$ cat config.mk
export PLATFORM = sky130hd
export DESIGN_NAME = stuffed_frame_receiver_with_timeout_flat
export DESIGN_NICKNAME = d
export VERILOG_FILES = /design/src/rtl/core/sfr_pkg.sv /design/src/rtl/core/sfr_ifs.sv /design/src/rtl/core/sfr_cfg.sv /design/src/rtl/core/sfr_frame.sv /design/src/rtl/core/stuffed_frame_receiver_with_timeout.sv /design/src/flat_wrapper.sv
export SDC_FILE = /design/constraint.sdc
export NUM_CORES = 1
export LEC_CHECK = 0
export BUFFER_PORTS_ARGS = -buffer_cell sky130_fd_sc_hd__buf_2
export CAP_MARGIN = 10
export CORE_AREA = 2 2 93 95
export DETAILED_ROUTE_END_ITERATION = 6
export DIE_AREA = 0 0 95 97
export GPL_TIMING_DRIVEN = 1
export PLACE_DENSITY_LB_ADDON = 0.25
export SYNTH_ARGS = -nofsm -noshare
export SYNTH_HDL_FRONTEND = slang
export SYNTH_SLANG_ARGS = --single-unit
$ cat constraint.sdc
create_clock -name clk -period 4.62 [get_ports clk]
set_clock_uncertainty 0.2 [all_clocks]
set_input_delay 0.231 -clock clk [delete_from_list [all_inputs] [get_ports clk]]
set_output_delay 0.231 -clock clk [all_outputs]
set_load 0.03 [all_outputs]
$ cat src/rtl/core/sfr_pkg.sv
`timescale 1ns / 1ps

package sfr_pkg;

	localparam int KIND_W   = 2;
	localparam int BYTE_W   = 8;
	localparam int POS_W    = 6;
	localparam int TICK_W   = 5;
	localparam int STUFF_W  = 7;
	localparam int CFG_IDX_W = 2;

	// Item kinds.
	localparam logic [KIND_W-1:0] KIND_ARM  = 2'd0;
	localparam logic [KIND_W-1:0] KIND_BYTE = 2'd1;
	localparam logic [KIND_W-1:0] KIND_TICK = 2'd2;

	// Configuration register indexes.
	localparam logic [CFG_IDX_W-1:0] CFG_FLAG    = 2'd0;
	localparam logic [CFG_IDX_W-1:0] CFG_STUFF   = 2'd1;
	localparam logic [CFG_IDX_W-1:0] CFG_TIMEOUT = 2'd2;

	localparam logic [BYTE_W-1:0] FLAG_RESET    = 8'd126;
	localparam logic [BYTE_W-1:0] STUFF_RESET   = 8'd125;
	localparam logic [TICK_W-1:0] TIMEOUT_RESET = 5'd15;

	// Frame layout: header, length byte position, trailer.
	localparam int HEAD_BYTES = 5;
	localparam int TAIL_BYTES = 2;
	localparam int LENGTH_POS = 4;
	// Width that holds HEAD_BYTES + 255 + TAIL_BYTES + 127.
	localparam int NEED_W = 9;

	typedef enum logic [1:0] {
		MODE_IDLE  = 2'd0,
		MODE_GET   = 2'd1,
		MODE_ERROR = 2'd2
	} mode_t;

	typedef struct packed {
		logic [BYTE_W-1:0] flag_byte;
		logic [BYTE_W-1:0] stuff_byte;
		logic [TICK_W-1:0] timeout_ticks;
	} cfg_t;

	typedef struct packed {
		logic [BYTE_W-1:0] out_byte;
		logic [POS_W-1:0]  position;
		logic              frame_last;
		logic              timed_out;
	} result_t;

endpackage

$ cat src/rtl/core/sfr_ifs.sv
`timescale 1ns / 1ps

interface sfr_item_if import sfr_pkg::*; ();
	logic              valid;
	logic              ready;
	logic [KIND_W-1:0] kind;
	logic [BYTE_W-1:0] rx_byte;

	modport source (output valid, output kind, output rx_byte, input ready);
	modport sink (input valid, input kind, input rx_byte, output ready);
endinterface

interface sfr_result_if import sfr_pkg::*; ();
	logic              valid;
	logic              ready;
	logic [BYTE_W-1:0] out_byte;
	logic [POS_W-1:0]  position;
	logic              frame_last;
	logic              timed_out;

	modport source (output valid, output out_byte, output position, output frame_last,
		output timed_out, input ready);
	modport sink (input valid, input out_byte, input position, input frame_last,
		input timed_out, output ready);
endinterface

$ cat src/rtl/core/sfr_cfg.sv
`timescale 1ns / 1ps

module sfr_cfg import sfr_pkg::*; (
	input  logic                 clk,
	input  logic                 arst_n,
	input  logic                 wr_en,
	input  logic [CFG_IDX_W-1:0] index,
	input  logic [BYTE_W-1:0]    data,
	output cfg_t                 cfg
);

	cfg_t cfg_q;

	always_ff @(posedge clk or negedge arst_n) begin
		if (!arst_n) begin
			cfg_q.flag_byte     <= FLAG_RESET;
			cfg_q.stuff_byte    <= STUFF_RESET;
			cfg_q.timeout_ticks <= TIMEOUT_RESET;
		end else if (wr_en) begin
			unique case (index)
				CFG_FLAG:    cfg_q.flag_byte     <= data;
				CFG_STUFF:   cfg_q.stuff_byte    <= data;
				CFG_TIMEOUT: cfg_q.timeout_ticks <= data[TICK_W-1:0];
				default: ;
			endcase
		end
	end

	assign cfg = cfg_q;

endmodule

$ cat src/rtl/core/sfr_frame.sv
`timescale 1ns / 1ps

module sfr_frame import sfr_pkg::*; #(
	parameter int MAX_FRAME = 64
) (
	input  logic              clk,
	input  logic              arst_n,
	input  logic              step,
	input  logic [KIND_W-1:0] kind,
	input  logic [BYTE_W-1:0] rx_byte,
	input  cfg_t              cfg,
	output logic              res_valid,
	output result_t           res
);

	localparam int CW   = $clog2(MAX_FRAME + 1);
	localparam int CMPW = (CW > NEED_W) ? CW : NEED_W;

	mode_t              mode_q, mode_d;
	logic [CW-1:0]      count_q, count_d;
	logic               pend_q, pend_d;
	logic [STUFF_W-1:0] stuff_q, stuff_d;
	logic [BYTE_W-1:0]  len_q, len_d;
	logic [TICK_W-1:0]  ticks_q, ticks_d;

	logic               accept_byte;
	logic [CW-1:0]      count_inc;
	logic [STUFF_W-1:0] stuff_new;
	logic [BYTE_W-1:0]  len_new;
	logic [CMPW-1:0]    need;
	logic               last;
	logic               expire;

	// Byte path: the frame-end check sees the updated length and stuff count.
	always_comb begin
		accept_byte = (mode_q == MODE_GET) &&
			!(count_q == '0 && rx_byte != cfg.flag_byte);
		count_inc = count_q + 1'b1;
		stuff_new = (rx_byte == cfg.stuff_byte && !pend_q) ? stuff_q + 1'b1 : stuff_q;
		len_new   = (count_q == CW'(LENGTH_POS)) ? rx_byte : len_q;
		need      = CMPW'(HEAD_BYTES + TAIL_BYTES) + CMPW'(len_new) + CMPW'(stuff_new);
		last      = (count_inc >= CW'(HEAD_BYTES)) &&
			(CMPW'(count_inc) >= need || count_inc >= CW'(MAX_FRAME));
		expire    = (mode_q == MODE_GET) && (ticks_q <= TICK_W'(1));
	end

	// Next state.
	always_comb begin
		mode_d  = mode_q;
		count_d = count_q;
		pend_d  = pend_q;
		stuff_d = stuff_q;
		len_d   = len_q;
		ticks_d = ticks_q;
		if (step) begin
			case (kind)
				KIND_ARM: begin
					mode_d  = MODE_GET;
					count_d = '0;
					pend_d  = 1'b0;
					stuff_d = '0;
					len_d   = '0;
					ticks_d = cfg.timeout_ticks;
				end
				KIND_BYTE: begin
					if (accept_byte) begin
						if (last) begin
							mode_d  = MODE_IDLE;
							count_d = '0;
							pend_d  = 1'b0;
							stuff_d = '0;
							len_d   = '0;
						end else begin
							count_d = count_inc;
							pend_d  = (rx_byte == cfg.stuff_byte) && !pend_q;
							stuff_d = stuff_new;
							len_d   = len_new;
						end
					end
				end
				KIND_TICK: begin
					unique case (mode_q)
						MODE_GET: begin
							if (expire) begin
								mode_d  = MODE_ERROR;
								ticks_d = '0;
							end else begin
								ticks_d = ticks_q - 1'b1;
							end
						end
						MODE_ERROR: begin
							mode_d  = MODE_IDLE;
							count_d = '0;
							pend_d  = 1'b0;
							stuff_d = '0;
							len_d   = '0;
						end
						default: ;
					endcase
				end
				default: ;
			endcase
		end
	end

	// Result of the current item.
	always_comb begin
		res_valid      = 1'b0;
		res.out_byte   = '0;
		res.position   = '0;
		res.frame_last = 1'b0;
		res.timed_out  = 1'b0;
		unique case (kind)
			KIND_BYTE: begin
				if (accept_byte) begin
					res_valid      = 1'b1;
					res.out_byte   = rx_byte;
					res.position   = POS_W'(count_q);
					res.frame_last = last;
				end
			end
			KIND_TICK: begin
				if (expire) begin
					res_valid     = 1'b1;
					res.timed_out = 1'b1;
				end
			end
			default: ;
		endcase
	end

	always_ff @(posedge clk or negedge arst_n) begin
		if (!arst_n) begin
			mode_q  <= MODE_IDLE;
			count_q <= '0;
			pend_q  <= 1'b0;
			stuff_q <= '0;
			len_q   <= '0;
			ticks_q <= '0;
		end else begin
			mode_q  <= mode_d;
			count_q <= count_d;
			pend_q  <= pend_d;
			stuff_q <= stuff_d;
			len_q   <= len_d;
			ticks_q <= ticks_d;
		end
	end

	// A completed frame is cleared, so a stored count never reaches the cap.
	a_count_below_cap: assert property (@(posedge clk) disable iff (!arst_n)
		count_q < CW'(MAX_FRAME))
		else $error("frame byte count reached the frame cap");

	a_idle_clear: assert property (@(posedge clk) disable iff (!arst_n)
		mode_q == MODE_IDLE |-> (count_q == '0 && stuff_q == '0 && !pend_q))
		else $error("frame progress left over while idle");

	a_timeout_to_error: assert property (@(posedge clk) disable iff (!arst_n)
		(step && res_valid && res.timed_out) |=> (mode_q == MODE_ERROR && ticks_q == '0))
		else $error("timeout result without entering error");

	a_last_to_idle: assert property (@(posedge clk) disable iff (!arst_n)
		(step && res_valid && res.frame_last) |=> (mode_q == MODE_IDLE))
		else $error("frame end did not return to idle");

endmodule

$ cat src/rtl/core/stuffed_frame_receiver_with_timeout.sv
`timescale 1ns / 1ps

// Channel  | Dir | Beat payload                                    | Handshake
// item     | in  | kind, rx_byte                                   | valid/ready
// result   | out | out_byte, position, frame_last, timed_out       | valid/ready
// cfg      | in  | cfg_wr_en, cfg_index, cfg_data                  | write enable only
//
// One item is taken per cycle unless the result side stalls: a beat sits in the input
// register; its result, if any, goes into the output register when the beat advances.
// Reset clears the frame state, the pipeline valids and loads the register defaults.
// A stalled result stalls the input register, which holds one more beat before
// item.ready drops; items without a result still need the output side free to advance.

module stuffed_frame_receiver_with_timeout import sfr_pkg::*; #(
	parameter int MAX_FRAME = 64
) (
	input  logic                 clk,
	input  logic                 arst_n,
	sfr_item_if.sink             item,
	sfr_result_if.source         result,
	input  logic                 cfg_wr_en,
	input  logic [CFG_IDX_W-1:0] cfg_index,
	input  logic [BYTE_W-1:0]    cfg_data
);

	cfg_t              cfg;
	logic              valid_s1;
	logic [KIND_W-1:0] kind_s1;
	logic [BYTE_W-1:0] byte_s1;
	logic              advance;
	logic              res_valid;
	result_t           res;
	logic              out_valid_q;
	result_t           out_res_q;

	sfr_cfg u_cfg (
		.clk    (clk),
		.arst_n (arst_n),
		.wr_en  (cfg_wr_en),
		.index  (cfg_index),
		.data   (cfg_data),
		.cfg    (cfg)
	);

	assign advance    = valid_s1 && (!out_valid_q || result.ready);
	assign item.ready = !valid_s1 || advance;

	always_ff @(posedge clk or negedge arst_n) begin
		if (!arst_n) begin
			valid_s1 <= 1'b0;
		end else if (item.ready) begin
			valid_s1 <= item.valid;
		end
	end

	always_ff @(posedge clk) begin
		if (item.valid && item.ready) begin
			kind_s1 <= item.kind;
			byte_s1 <= item.rx_byte;
		end
	end

	sfr_frame #(
		.MAX_FRAME (MAX_FRAME)
	) u_frame (
		.clk       (clk),
		.arst_n    (arst_n),
		.step      (advance),
		.kind      (kind_s1),
		.rx_byte   (byte_s1),
		.cfg       (cfg),
		.res_valid (res_valid),
		.res       (res)
	);

	always_ff @(posedge clk or negedge arst_n) begin
		if (!arst_n) begin
			out_valid_q <= 1'b0;
		end else if (advance) begin
			out_valid_q <= res_valid;
		end else if (result.ready) begin
			out_valid_q <= 1'b0;
		end
	end

	always_ff @(posedge clk) begin
		if (advance && res_valid) begin
			out_res_q <= res;
		end
	end

	assign result.valid      = out_valid_q;
	assign result.out_byte   = out_res_q.out_byte;
	assign result.position   = out_res_q.position;
	assign result.frame_last = out_res_q.frame_last;
	assign result.timed_out  = out_res_q.timed_out;

endmodule
$ cat src/flat_wrapper.sv
// flat-port wrapper written by rule: the top's interface ports become plain ports
module stuffed_frame_receiver_with_timeout_flat import sfr_pkg::*;
#(
	parameter int MAX_FRAME = 64
)
  (clk, arst_n, cfg_wr_en, cfg_index, cfg_data, item_valid, item_kind, item_rx_byte, item_ready, result_valid, result_out_byte, result_position, result_frame_last, result_timed_out, result_ready);
  sfr_item_if item_i ();
  sfr_result_if result_i ();
  input  logic clk;
  input  logic arst_n;
  input  logic cfg_wr_en;
  input  logic [CFG_IDX_W-1:0] cfg_index;
  input  logic [BYTE_W-1:0] cfg_data;
  input wire logic [$bits(item_i.valid)-1:0] item_valid;
  input wire logic [$bits(item_i.kind)-1:0] item_kind;
  input wire logic [$bits(item_i.rx_byte)-1:0] item_rx_byte;
  output wire logic [$bits(item_i.ready)-1:0] item_ready;
  output wire logic [$bits(result_i.valid)-1:0] result_valid;
  output wire logic [$bits(result_i.out_byte)-1:0] result_out_byte;
  output wire logic [$bits(result_i.position)-1:0] result_position;
  output wire logic [$bits(result_i.frame_last)-1:0] result_frame_last;
  output wire logic [$bits(result_i.timed_out)-1:0] result_timed_out;
  input wire logic [$bits(result_i.ready)-1:0] result_ready;
  assign item_i.valid = item_valid;
  assign item_i.kind = item_kind;
  assign item_i.rx_byte = item_rx_byte;
  assign item_ready = item_i.ready;
  assign result_valid = result_i.valid;
  assign result_out_byte = result_i.out_byte;
  assign result_position = result_i.position;
  assign result_frame_last = result_i.frame_last;
  assign result_timed_out = result_i.timed_out;
  assign result_i.ready = result_ready;
  stuffed_frame_receiver_with_timeout #(.MAX_FRAME(MAX_FRAME)) u_core (.clk(clk), .arst_n(arst_n), .item(item_i), .result(result_i), .cfg_wr_en(cfg_wr_en), .cfg_index(cfg_index), .cfg_data(cfg_data));
endmodule
==> results.tsv <==
metric	value	unit
area_growth	37.67	%
synth_cell_types	58	
fin_area	0.006008	mm2
yosysWarnings	0	
gp_congestion	0.8374	
routed_wl	11070	um
io_pins	43	
drc	0	
ys_seq_area_frac	0.4874	
cap_viol_max_count	0	
syn_nets	446	
synth_common_cells	dfrtp_1, nand2_1, ha_1	
antenna_found_initial	0	
cts_sinks	79	
grt_max_degree	54	
synth_area_per_cell	11.19	um2
synth-seq-cells	79	
n_antenna_cell	0	
insertion_delay	0.35	ns
finalSetupViolations	24	
use_met1	0.3098	
violations	negative setup slack	
critPathArrivalTime	4.84	ns
fin_tns_setup	-2.237	ns
power.density	358.2	mW/mm2
ant_nets	0	
grt_most_used_layer	met2	
io_buffer_count	42	
cts_buffer_depth	2	
syn_area	0.004364	mm2
synthFlopType	dfrtp_1	
met3_usage	0.06542	
grt_use_total	0.2496	
drive_gt1_frac	0.4192	
detailed_place_hpwl	7111	um
hold_viol	0	
std_cell_rows	33	
ir_drop	0.0001986	V
status	complete, but fails checks	
synth.most_common_cell	dfrtp_1	
first_pass_iters	4	
critPathLaunchType	register	
final_nets	571	
slew_headroom	0.5141	
yosysTopAreaCell	dfrtp_1	
dieHeight	97	um
clk_pin_slew_worst_paths	0.08	ns
rsz0062_at_grt	yes	
gr-total-overflow	0	
async_flop_share	0.6709	
dp_slack	-0.3833	ns
synth_top_area_share	0.2122	
hold_class	in -> reg	
setup_ws	-0.1567	ns
synth_edf_count	26	
drtIter0Drc	197	
fmax	209.3	MHz
fin_crit	4.777	ns
num_vias	3573	
synth.area.top_cells	dfrtp_1, edfxtp_1, dfstp_2	
critical_path_class	reg -> reg	
maxSlewViolCount	0	
grt_pass1_wl	17770	um
cts_tree	done	
crit_path_end_kind	register	
grtUsageMet2	0.4168	
leakage	2.641	nW
fin_crit_sh	1.034	
crit_fanout	5	
cts_buffers	9	
die_w	95	um
h-tree-depth	3	
tightest_slew	0.7261	ns
syn_inst	390	
wire_per_inst	17.71	um
core_area	0.008134	mm2
dieArea	0.009215	mm2
vias_per_cell	5.717	
placed_area	0.005027	mm2
cts-root-buf	clkbuf_8	
start_util	0.5365	
worstPathRequired	4.69	ns
first_global_vias	3697	
==> cell families after synthesis <==
| kind of cell | Yosys count | synth area share |
|---|---|---|
| flip-flops | 79 | 0.4874 |
| AND/OR/NAND/NOR | 120 | 0.1471 |
| adder cells (fa/ha/maj) | 31 | 0.09060 |
| multiplexers | 32 | 0.08114 |
| XOR/XNOR | 28 | 0.05619 |
| AO/OA/AOI/OAI | 72 | 0.1104 |
| buffers and inverters | 28 | 0.02723 |
==> timing repair <==
item,in CTS,in global routing
setup buffers,5,5
resized for setup,44,31
hold endpoints to repair,69,0
hold buffers,21,0
setup endpoints to repair,25,25
cloned,1,0
pin swaps,27,19
==> through the flow <==
step	cells	util	total power, mW	hold slack (ns)
floorplan	390	-	1.238	-0.2646
global placement	577	0.6181	1.389	0.2032
detailed placement	577	0.6181	1.407	0.2072
CTS	620	0.7127	2.114	0.04053
global route	625	0.7387	2.258	0.1077
finish	625	0.7387	2.152	0.08581
==> routing by layer <==
layer | wire length, um | up-vias | part of all wire
met3 | 545 | 24 | 0.049
met2 | 5752 | 130 | 0.52
li1 | - | 1656 | -
met5 | 0 | - | 0
met4 | 187 | 0 | 0.017
met1 | 4586 | 1763 | 0.41
==> layout make-up <==
class	instances	area, um2
Clock buffer	11	152.6
Sequential cell	79	2127
Multi-Input combinational cell	284	2535
Tap cell	105	131.4
Fill cell	499	2126
Clock inverter	5	103.9
Inverter	21	78.83
Timing Repair Buffer	120	879.6
==> registers in the layout (all words and copies together) (netlist names) <==
name                      count
u_core.u_frame.count_q        7
u_core.result.position        6
u_core.u_frame.mode_q         2
u_core.result.frame_last      1
u_core.result.valid           1
u_core.u_frame.len_q          8
u_core.result.timed_out       1
u_core.u_frame.pend_q         1
u_core.kind_s1                2
u_core.byte_s1                8
u_core.u_frame.ticks_q        5
u_core.u_frame.stuff_q        7
u_core.u_cfg.cfg             21
u_core.valid_s1               1
u_core.result.out_byte        8
==> cells in the final DEF, fill, tap and decap left out, types with 6 or more instances in the layout <==
master and instances:
dlygate4sd3_1 21, dfrtp_1 37, a21oi_1 10, nand3_2 6
buf_2 42, edfxtp_1 26, inv_1 18, ha_4 6
nand3_1 9, dfstp_2 16, and2_1 11, o21ai_1 12
mux2_2 27, nand2_1 30, o21ai_0 8, buf_4 51
o31ai_4 8, xor2_1 19, xnor2_1 6, nor2_1 16
ha_1 23, clkbuf_8 9
==> worst max-delay path: stages (launching register included) <==
cell	delay, ns
dfstp_2	0.55
xnor2_1	0.13
nand4_1	0.17
nor3_2	0.21
nand2_2	0.12
buf_4	0.18
or4_4	0.50
nand2_2	0.12
ha_4	0.21
ha_4	0.25
o21a_1	0.10
o31a_1	0.11
a21o_1	0.16
ha_1	0.27
o21a_1	0.18
o221a_2	0.24
o41ai_2	0.04
and4b_4	0.25
buf_6	0.12
a21oi_4	0.24
buf_6	0.14
nand3_1	0.08
o21ai_1	0.10
==> path summary, 6_finish.rpt <==
check	from	end	slack (ns)	cells past startpoint
max reg2reg	u_core.u_cfg.cfg[8]	u_core.u_frame.count_q[0]	-0.16	22
max in group asynchronous	arst_n	u_core.u_cfg.cfg[20]	3.44	3
max	u_core.u_cfg.cfg[8]	u_core.u_frame.count_q[0]	-0.16	22
min reg2reg	u_core.u_frame.len_q[5]	u_core.u_frame.len_q[5]	0.30	2
min in group asynchronous	arst_n	u_core.u_frame.count_q[6]	0.33	3
min	result_ready	u_core.result.valid	0.09	3
==> power breakdown <==
group | internal (mW) | leakage (nW) | total (mW) | switching, mW
registers | 0.834 | 0.909 | 0.910 | 0.0762
clock network | 0.392 | 0.129 | 0.653 | 0.261
logic | 0.264 | 1.60 | 0.589 | 0.325
total | 1.49 | 2.64 | 2.15 | 0.662
No activity file was read; power rests on OpenSTA's default activity.
